`config.mk`:
```
export PLATFORM = sky130hd
export DESIGN_NAME = ffprr_ctrl
export DESIGN_NICKNAME = d
export VERILOG_FILES = /design/src/ffprr_pkg.sv /design/src/ffprr_ctrl.sv
export VERILOG_INCLUDE_DIRS = /design/src /design/src/src
export SDC_FILE = /design/constraint.sdc
export NUM_CORES = 1
export LEC_CHECK = 0
export ABC_AREA = 0
export BUFFER_PORTS_ARGS = -buffer_cell sky130_fd_sc_hd__buf_2
export CAP_MARGIN = 30
export CORE_AREA = 10 10 47 49
export CTS_CLUSTER_DIAMETER = 50
export CTS_CLUSTER_SIZE = 8
export DETAILED_ROUTE_END_ITERATION = 12
export DIE_AREA = 0 0 57 59
export PLACE_DENSITY = 0.7
export REMOVE_ABC_BUFFERS = 1
export SLEW_MARGIN = 20
export SYNTH_ARGS = -nofsm -noshare
export SYNTH_HDL_FRONTEND = slang
export SYNTH_SLANG_ARGS = --single-unit
```
`constraint.sdc`:
```
create_clock -name clk -period 3.1 [get_ports clk]
set_input_delay 0.62 -clock clk [delete_from_list [all_inputs] [get_ports clk]]
set_output_delay 0.62 -clock clk [all_outputs]
set_load 0.01 [all_outputs]
```
`src/assert_macros.svh`:
```
// assertion helper macros shared by the rtl files
`ifndef ASSERT_MACROS_SVH
`define ASSERT_MACROS_SVH

// property must hold on every clock edge outside reset
`define ASSERT_CLK(label, clk, rst_n, prop, msg) \
    label: assert property (@(posedge clk) disable iff (!rst_n) (prop)) else $error(msg);

// antecedent implies consequent in the next cycle
`define ASSERT_NEXT(label, clk, rst_n, ante, cons, msg) \
    label: assert property (@(posedge clk) disable iff (!rst_n) (ante) |=> (cons)) \
        else $error(msg);

`endif

```
`src/ffprr_pkg.sv`:
```
// ---------------------------------------------------------------------------
// ffprr_pkg
// shared types and constants of the first-fit partition allocator
// ---------------------------------------------------------------------------
package ffprr_pkg;

    localparam int ENTRIES_DEF       = 32;
    localparam int SIZE_WIDTH_DEF    = 16;
    localparam int QUANTUM_WIDTH_DEF = 8;
    localparam int ID_WIDTH          = 16;
    localparam logic [15:0] MEM_SIZE_RESET = 16'd1024;

    typedef enum logic [1:0] {
        KIND_UNUSED = 2'd0,
        KIND_HOLE   = 2'd1,
        KIND_OCC    = 2'd2
    } kind_t;

    // controller states, one-hot
    typedef enum logic [7:0] {
        ST_IDLE   = 8'b0000_0001,
        ST_CLEAR  = 8'b0000_0010,
        ST_FIT    = 8'b0000_0100,
        ST_PLACE  = 8'b0000_1000,
        ST_RUN    = 8'b0001_0000,
        ST_RETIRE = 8'b0010_0000,
        ST_PACK   = 8'b0100_0000,
        ST_OUT    = 8'b1000_0000
    } state_t;

    // commands from controller to datapath
    typedef struct packed {
        logic clear;      // reset table to one hole, or empty for size zero
        logic start;      // latch request, reset scan index
        logic fit_step;   // inspect one entry for first fit
        logic place_step; // shift one entry / write placement
        logic run_step;   // inspect one entry for round robin
        logic retire;     // apply run result
        logic pack_step;  // compact one entry
        logic out_load;   // load result register
    } cmd_t;

    // status from datapath to controller
    typedef struct packed {
        logic scan_last;  // scan index at last entry
        logic fit_found;  // first fit located
        logic place_done; // placement finished
        logic run_found;  // round robin target located
    } stat_t;

endpackage

```
`src/ffprr_ctrl.sv`:
```
// ---------------------------------------------------------------------------
// ffprr_ctrl
// sequencer for fit, place, run and compact passes
// ---------------------------------------------------------------------------
module ffprr_ctrl
    import ffprr_pkg::*;
(
    input  logic  clk,
    input  logic  rst_n,
    input  logic  cfg_fire,
    input  logic  in_fire,
    input  logic  out_busy,
    input  logic  req_valid,
    input  stat_t stat,
    output cmd_t  cmd,
    output logic  idle
);
`include "assert_macros.svh"

    state_t state_reg, state_next;

    always_ff @(posedge clk or negedge rst_n)
    begin
        if (!rst_n)
            state_reg <= ST_IDLE;
        else
            state_reg <= state_next;
    end

    always_comb
    begin
        state_next = state_reg;
        cmd = '0;
        idle = 1'b0;
        case (state_reg)
            ST_IDLE:
            begin
                idle = !out_busy;
                if (cfg_fire)
                begin
                    cmd.clear = 1'b1;
                end
                else if (in_fire)
                begin
                    cmd.start = 1'b1;
                    state_next = req_valid ? ST_FIT : ST_RUN;
                end
            end
            ST_CLEAR:
                state_next = ST_IDLE;
            ST_FIT:
            begin
                cmd.fit_step = 1'b1;
                if (stat.fit_found)
                    state_next = ST_PLACE;
                else if (stat.scan_last)
                    state_next = ST_RUN;
            end
            ST_PLACE:
            begin
                cmd.place_step = 1'b1;
                if (stat.place_done)
                    state_next = ST_RUN;
            end
            ST_RUN:
            begin
                cmd.run_step = 1'b1;
                if (stat.run_found)
                    state_next = ST_RETIRE;
                else if (stat.scan_last)
                    state_next = ST_PACK;
            end
            ST_RETIRE:
            begin
                cmd.retire = 1'b1;
                state_next = ST_PACK;
            end
            ST_PACK:
            begin
                cmd.pack_step = 1'b1;
                if (stat.scan_last)
                    state_next = ST_OUT;
            end
            ST_OUT:
            begin
                if (!out_busy)
                begin
                    cmd.out_load = 1'b1;
                    state_next = ST_IDLE;
                end
            end
            default:
                state_next = ST_IDLE;
        endcase
    end

    `ASSERT_CLK(a_onehot, clk, rst_n, $onehot(state_reg), "state not one-hot")
    `ASSERT_NEXT(a_out_idle, clk, rst_n, cmd.out_load, state_reg == ST_IDLE,
        "result load not followed by idle")
    `ASSERT_CLK(a_idle_only, clk, rst_n, !idle || state_reg == ST_IDLE,
        "ready outside idle")

endmodule

```
==> run metrics, run 1 <==
status=complete, no violations; routability congestion estimate from global placement=0.801; # setup viols final=0; cells after synthesis=74; FF-to-FF End=state_reg[6]$_DFFE_PN0P_; Buffers on Ports=18; Synth cell types=31; WL final=1.47 mm; Max Fclk=374 MHz; gr ovfl total=0; initial antenna violation count=0; area of the core=about 1400 um^2; CP endpoint kind=primary output; minimum clock period=about 2700 ps; htree depth=1; final setup TNS=0 ps; Max Buffers Root-to-Sink=2; global-route wire length before repair=2.40 mm; R2R depth=5; Die H=59 um; Initial Util=between 40% and 50%; area grow syn2layout=19.5%; Placed Instance Area=672 um^2; TritonCTS clock tree=done; top_reg_cell synth=dfrtp_1; RSZ-0062 raised after global routing=false; Antenna Nets Post-Route=0; ys async rst share=100%; via count=600; Yosys warnings=0; Layout fillers=153; CP Max Fanout=9; Final Non-Filler Cells=between 100 and 150; worst-skew pair later-pin latency=250 ps; Post-route DRC=0; gr busiest metal=met2; vias in the first global route=581; final clock skew=roughly 1.7 ps; max reg flops=7; hpwl dp=1.21 mm; global-route usage over all layers=approximately 8.5%; leak pwr=0.356 nW; fraction of layout cells with a size suffix above 1=28.3%; Final Cycle Share=between 80% and 90%; largest area contributor in the netlist=dfrtp_1; worst ir drop on vdd=0.364 mV; CTS sink count=7; Worst setup SP type=flop; vias per cell=5.56; max-slew violations=0; R2R Setup Slk=720 ps; most common cell after layout, fill and taps aside=buf_2; num ports=19; mapped cell area=just under 600 um^2; cell row count=14; die area=3360 um^2; Starting DRT DRC Count=12; clock root cell=clkbuf_4; sequential element share of the synthesized area=30.2%; Post-CTS Setup Bufs=0; Syn Area/Cell=7.90 um^2; worst slew pin tran=420 ps; largest net degree at the start of global routing=12; Arr. time, crit path=2050 ps; most frequent cells in the layout=buf_2, nor2_1, nand2_1; total power=between 500 and 600 uW; CTS resizes=0; Max Cap Viol=0; GRT met2 Usage=around 16%; reg-to-reg startpoint=state_reg[4]$_DFFE_PN0P_; post-synth top area share=between 20% and 30%; critical path launch point=state_reg[4]$_DFFE_PN0P_; cts hold-fix bufs=0; Pwr Density=around 760 nW/um^2; number of synthesized flops with an enable pin=0; CP Class=flop to primary output; worst hold path type=input pin to async pin; met3 Usage GRT=less than 1%; nets=~100; Die X=57 um; Min Hold Slack=189 ps; WL/cell=approximately 14 um; Placed Cells=104; Worst-path clk slew=50 ps; Diodes inserted=0; main area contributors after synthesis=dfrtp_1, nor2_1, nand2_1, dfstp_2, nor4b_1; final instance area=698 um^2; Rel. slew slack=71.8%; number of synthesized register bits=7; TritonCTS buffer count=3; Final Hold Viols=0; first-pass detailed-route iteration total=4; Crit path required time=2480 ps; GR Layer Usage met1=8.75%
## critical path: stages, from the launching register on
cell and delay, ps:
dfrtp_1 460, or4_4 590, or4b_4 520, nor2_1 110, buf_2 130
## cells by family after synthesis
family	synth area share, %
AO/OA/AOI/OAI	15.0
XOR/XNOR	1.50
buffers and inverters	5.78
flip-flops	30.2
multiplexers	5.35
AND/OR/NAND/NOR	42.2
## layer usage
| metal | vias up | part of all wire, % |
|---|---|---|
| met1 | 290 | 42 |
| li1 | 299 | - |
| met5 | - | 0 |
| met4 | 0 | 1.0 |
| met3 | 2 | 1.5 |
| met2 | 9 | 56 |
## Yosys cell counts, types with 3 or more instances
cell,count
nor2_1,10
nand2_1,9
dfrtp_1,6
nor3_1,5
a21o_1,3
clkbuf_1,3
inv_1,3
nand2b_1,3
nor4b_1,3
o21ai_0,3
## power breakdown
group | switching, mW | leakage (nW) | total, mW | internal [mW]
logic | 0.145 | 0.248 | 0.286 | 0.140
clock network | 0.0300 | 0.0150 | 0.0789 | 0.0489
registers | 0.0497 | 0.0925 | 0.168 | 0.118
## through the flow
step | worst slack, ps | util [%]
2_1_floorplan | 785 | -
3_3_place_gp | 715 | 47.9
3_5_place_dp | 686 | 47.9
4_1_cts | 414 | 49.8
5_1_grt | 362 | 49.8
6_report | 428 | 49.8
## how the worst max path moves through the flow
stage / to / depth (start not counted) / slack [ps]
2_1_floorplan: cmd[6] / 3 / 780
3_3_place_gp: cmd[6] / 4 / 720
3_5_place_dp: cmd[6] / 4 / 690
4_1_cts: cmd[6] / 4 / 410
5_1_grt: cmd[6] / 4 / 360
6_report: cmd[6] / 4 / 430
## layout make-up
cell class / instances / area (um^2) / share of cell area [%]
multi-input cells: 60 / 374 / 53.6
inverters: 3 / 11.3 / 1.61
flip-flops and latches: 7 / 176 / 25.3
clock buffers: 4 / 26.3 / 3.76
repair buffers: 18 / 90.1 / 12.9
well taps: 16 / 20.0 / 2.87
Note: power is estimated with default switching activity, not from simulation.
==> run 2, diff against run 1 <==
clock period = 3.2 ns   (was 3.1 ns; I/O delays follow)
==> run 2 against run 1 <==
Count of clock-buffer cells in the layout is 1 lower. Sequential cell count stayed put. Setup slack better by 74 ps. Cell area up 0.18%. Largest power group unchanged. Highest routed layer is now met3.
==> run metrics, run 2 (same netlist as run 1, synthesis figures left out) <==
R2R Setup Slk=840 ps (was 720 ps); Final Hold Viols=0 (unchanged); reg-to-reg startpoint=state_reg[4]$_DFFE_PN0P_ (unchanged); Max Fclk=371 MHz; Worst setup SP type=flop (unchanged); CP Max Fanout=9 (unchanged); CP Class=flop to primary output (unchanged); htree depth=1 (unchanged); status=complete, no violations (unchanged); Worst-path clk slew=50 ps (about the same); max reg flops=7 (unchanged); CP bufs+invs=1 (unchanged); global-route wire length before repair=2.40 mm (unchanged); Antenna Nets Post-Route=0 (unchanged); vias in the first global route=571 (was 581); area grow syn2layout=19.7% (was 19.5%); WL/cell=12.8 um (was 13.6 um); initial antenna violation count=0 (unchanged); most frequent cells in the layout=buf_2, nor2_1, nand2_1 (unchanged); final clock skew=6.09 ps (was 1.70 ps); most common cell after layout, fill and taps aside=buf_2 (unchanged); WL final=1.39 mm (was 1.47 mm); fraction of layout cells with a size suffix above 1=29.3% (was 28.3%); Final Non-Filler Cells=108 (unchanged); hpwl dp=1.16 mm (was 1.21 mm); Post-route DRC=0 (unchanged); area of the core=1400 um^2 (unchanged); # setup viols final=0 (unchanged); Initial Util=41.7% (unchanged); critical path launch point=state_reg[4]$_DFFE_PN0P_ (unchanged); die area=3360 um^2 (unchanged); first-pass detailed-route iteration total=4 (unchanged); Final Cycle Share=84.3%; cts hold-fix bufs=0 (unchanged); Post-CTS Setup Bufs=0 (unchanged); CTS resizes=0 (unchanged); num ports=19 (unchanged); slowest stage delay, CP=590 ps (about the same); CP endpoint kind=primary output (unchanged); largest net degree at the start of global routing=12 (unchanged); worst slew pin tran=428 ps (was 420 ps); critical path's slowest cell=or4_4 (unchanged); Crit path required time=2560 ps (was 2480 ps); Die X=57 um (unchanged); global-route usage over all layers=8.37% (was 8.50%); final setup TNS=0 ps (unchanged); gr ovfl total=0 (unchanged); vias per cell=5.51 (was 5.56); Rel. slew slack=71.2% (was 71.8%); TritonCTS clock tree=done (unchanged); worst-skew pair later-pin latency=250 ps (about the same); cell row count=14 (unchanged); via count=595 (was 600); nets=103 (unchanged); Arr. time, crit path=2060 ps (was 2050 ps); Max Cap Viol=0 (unchanged); routability congestion estimate from global placement=0.810 (was 0.801); Die H=59 um (unchanged); Placed Cells=104 (unchanged); final worst slack=502 ps (was 428 ps); crit-path leading delay family=simple AND/OR/NAND/NOR gates (unchanged); max-slew violations=0 (unchanged); CTS sink count=7 (unchanged); clock root cell=clkbuf_4 (unchanged); Starting DRT DRC Count=12 (unchanged); minimum clock period=2700 ps; RSZ-0062 raised after global routing=false (unchanged); Layout fillers=141 (was 153); Placement Setup Slack=772 ps (was 686 ps); crit-path cells=or4_4, or4b_4, nor2_1, buf_2 (unchanged); Buffers on Ports=18 (unchanged); Diodes inserted=0 (unchanged); Pwr Density=734 nW/um^2 (was 763 nW/um^2); Max Buffers Root-to-Sink=2 (unchanged); Util after Layout=49.9% (was 49.8%); leak pwr=0.359 nW (was 0.356 nW); TritonCTS buffer count=3 (unchanged); worst ir drop on vdd=0.342 mV (was 0.364 mV); worst hold path type=input pin to async pin (unchanged)
-- run 2: cell type report --
type	instances	area, um^2	area share (%)
multi-input cells	60	374	53.5
flip-flops and latches	7	176	25.2
repair buffers	18	90.1	12.9
clock buffers	3	22.5	3.22
well taps	16	20.0	2.86
inverters	3	11.3	1.61
clock inverters	1	5.00	0.716
-- run 2: report_power, final --
| part | internal [mW] | switching, mW |
|---|---|---|
| Combinational | 0.136 | 0.137 |
| Clock | 0.0456 | 0.0319 |
| Sequential | 0.114 | 0.0480 |
-- run 2: through the flow --
stage | hold WS (ps) | cell area [um^2] | power, mW
after floorplan | 344 | 562 | 0.364
after global placement | 474 | 672 | 0.438
after detailed placement | 474 | 672 | 0.436
after CTS | 196 | 699 | 0.519
after global routing | 197 | 699 | 0.561
final | 205 | 699 | 0.513
-- run 2: path summary, 6_finish.rpt --
check	to	cells past startpoint
worst max-delay path	cmd[6]	4
worst min-delay path	state_reg[3]$_DFFE_PN0P_	1
worst max register to register	state_reg[6]$_DFFE_PN0P_	5
worst min register to register	state_reg[6]$_DFFE_PN0P_	1
max in group asynchronous	state_reg[0]$_DFFE_PN1P_	1
min in group clk	state_reg[3]$_DFFE_PN0P_	3
-- run 2: routing by layer --
layer / GRT usage (%) / routed length, um / vias to the layer above
met2: 14.9 / 767 / 6
met1: 9.47 / 600 / 283
met3: 1.29 / 19 / 0
met5: 0 / 0 / -
li1: - / - / 306
met4: 4.03 / 0 / 0
==> run 3, diff against run 2 <==
CORE_AREA = default   (was 10 10 47 49)
CORE_MARGIN = 10   (was default)
CORE_UTILIZATION = 43   (was default)
DIE_AREA = default   (was 0 0 57 59)
PLACE_DENSITY = 0.71   (was 0.7)
clock period = 2.4 ns   (was 3.2 ns; I/O delays follow)
==> run 3 against run 2 <==
The flow now finishes with violations (negative setup slack). Sequential share of layout area decreased by 2.0 points. Setup slack got worse by 530 ps. Clock skew decreased by 3.6 ps. Clock power increased by 45%. Count of clock-buffer cells in the layout unchanged. Sequential power increased by 24%. Hold slack got worse by 170 ps. Critical path depth unchanged. Via count increased by 5.5%. Cell area increased by 8.8%. Register-to-register slack got worse by 770 ps. Highest routed layer is now met4.
==> run metrics, run 3 (same netlist as run 1, synthesis figures left out) <==
leak pwr=0.401 nW (was 0.359 nW); Starting DRT DRC Count=18 (was 12); fraction of layout cells with a size suffix above 1=36.0% (was 29.3%); Initial Util=45.5% (was 41.7%); # setup viols final=2 (was 0); Buffers on Ports=18 (unchanged); Pwr Density=1010 nW/um^2 (was 734 nW/um^2); max-slew violations=0 (unchanged); CP endpoint kind=primary output (unchanged); CP Max Fanout=3 (was 9); die area=3230 um^2 (was 3360 um^2); nets=111 (was 103); Crit path required time=1920 ps (was 2560 ps); Diodes inserted=0 (unchanged); vias in the first global route=682 (was 571); routability congestion estimate from global placement=0.792 (was 0.810); worst ir drop on vdd=0.636 mV (was 0.342 mV); Worst setup SP type=flop (unchanged); CP Class=flop to primary output (unchanged); CTS sink count=7 (unchanged); Rel. slew slack=68.1% (was 71.2%); Die H=56.9 um (was 59 um); area grow syn2layout=30.2% (was 19.7%); most common cell after layout, fill and taps aside=buf_2 (unchanged); status=complete, but fails checks (was complete, no violations); htree depth=1 (unchanged); num ports=19 (unchanged); final clock skew=2.51 ps (was 6.09 ps); global-route wire length before repair=2.93 mm (was 2.40 mm); area of the core=1280 um^2 (was 1400 um^2); global-route usage over all layers=10.9% (was 8.37%); cell row count=13 (was 14); RSZ-0062 raised after global routing=true (was false); TritonCTS buffer count=3 (unchanged); Placement Setup Slack=156 ps (was 772 ps); most frequent cells in the layout=buf_2, nor2_1, nand2_1 (unchanged); worst-skew pair later-pin latency=260 ps (was 250 ps); Max Buffers Root-to-Sink=2 (unchanged); Antenna Nets Post-Route=0 (unchanged); WL/cell=14.6 um (was 12.8 um); WL final=1.67 mm (was 1.39 mm); Max Cap Viol=0 (unchanged); TritonCTS clock tree=done (unchanged); hpwl dp=1.29 mm (was 1.16 mm); first-pass detailed-route iteration total=4 (unchanged); max reg flops=7 (unchanged); minimum clock period=2430 ps; Final Hold Viols=0 (unchanged); via count=628 (was 595); vias per cell=5.46 (was 5.51); Arr. time, crit path=1950 ps (was 2060 ps); final worst slack=-27.1 ps (was 502 ps); Placed Instance Area=693 um^2 (was 672 um^2); initial antenna violation count=0 (unchanged); largest net degree at the start of global routing=12 (unchanged); Max Fclk=412 MHz; Post-route DRC=0 (unchanged); gr ovfl total=0 (unchanged); Worst-path clk slew=60 ps (was 50 ps); final instance area=761 um^2 (was 699 um^2); Die X=56.9 um (was 57 um); worst slew pin tran=474 ps (was 428 ps); R2R Setup Slk=70 ps (was 840 ps); Final Cycle Share=101%; clock root cell=clkbuf_4 (unchanged); worst hold path type=input pin to async pin (unchanged); failing checks=negative setup slack
-- run 3: cell types whose count changed in the layout (fill, tap and decap cells not counted) --
cell	previous run	this run
nor2_1	10	9
buf_4	0	8
nor2_2	0	1
-- run 3: where the power goes --
part / total (mW) / switching, mW / internal [mW]
registers: 0.201 / 0.0488 / 0.152
logic: 0.454 / 0.224 / 0.230
clock network: 0.112 / 0.0505 / 0.0612
total: 0.767 / 0.324 / 0.443
-- run 3: timing repair --
item	4_1_cts	5_1_grt
pin swaps	1	1
cloned	0	0
setup buffers	3	2
setup endpoints to repair	2	3
hold buffers	0	0
resized for setup	0	1
-- run 3: layout make-up --
cell class,count,area [um^2]
well taps,15,18.8
fillers,118,524
clock buffers,3,22.5
multi-input cells,60,377
flip-flops and latches,7,176
inverters,3,11.3
repair buffers,26,150
clock inverters,1,5.00
-- run 3: layer usage --
metal	wire length, um	up-vias	GRT usage [%]
met5	0	-	0
met4	31	0	5.70
met3	84	4	3.15
met2	827	21	19.1
met1	729	284	11.4
li1	-	319	-
-- run 3: path summary, 6_finish.rpt --
check / startpoint / end / cells past startpoint
worst max-delay path: state_reg[6]$_DFFE_PN0P_ / cmd[6] / 4
worst min-delay path: rst_n / state_reg[2]$_DFFE_PN0P_ / 1
worst min register to register: state_reg[6]$_DFFE_PN0P_ / state_reg[6]$_DFFE_PN0P_ / 2
min in group clk: req_valid / state_reg[2]$_DFFE_PN0P_ / 3
worst max register to register: state_reg[6]$_DFFE_PN0P_ / state_reg[6]$_DFFE_PN0P_ / 6
max in group asynchronous: rst_n / state_reg[0]$_DFFE_PN1P_ / 1
-- run 3: worst max-delay path, stage by stage, from the launching register on --
cell	delay, ps
dfrtp_1	380
or4_4	550
or4b_4	510
nor2_2	110
buf_2	130
-- run 3: through the flow --
stage | utilization, % | cells | hold WS (ps) | TNS (ps) | total power, mW
detailed placement | 53.9 | 106 | 316 | 0 | 0.605
global route | 59.2 | 115 | 38.5 | -147 | 0.832
finish | 59.2 | 115 | 37.2 | -35.1 | 0.767
global placement | 53.9 | 106 | 311 | 0 | 0.601
CTS | 57.8 | 113 | 35.4 | -44.7 | 0.756
floorplan | - | 70 | 184 | 0 | 0.485
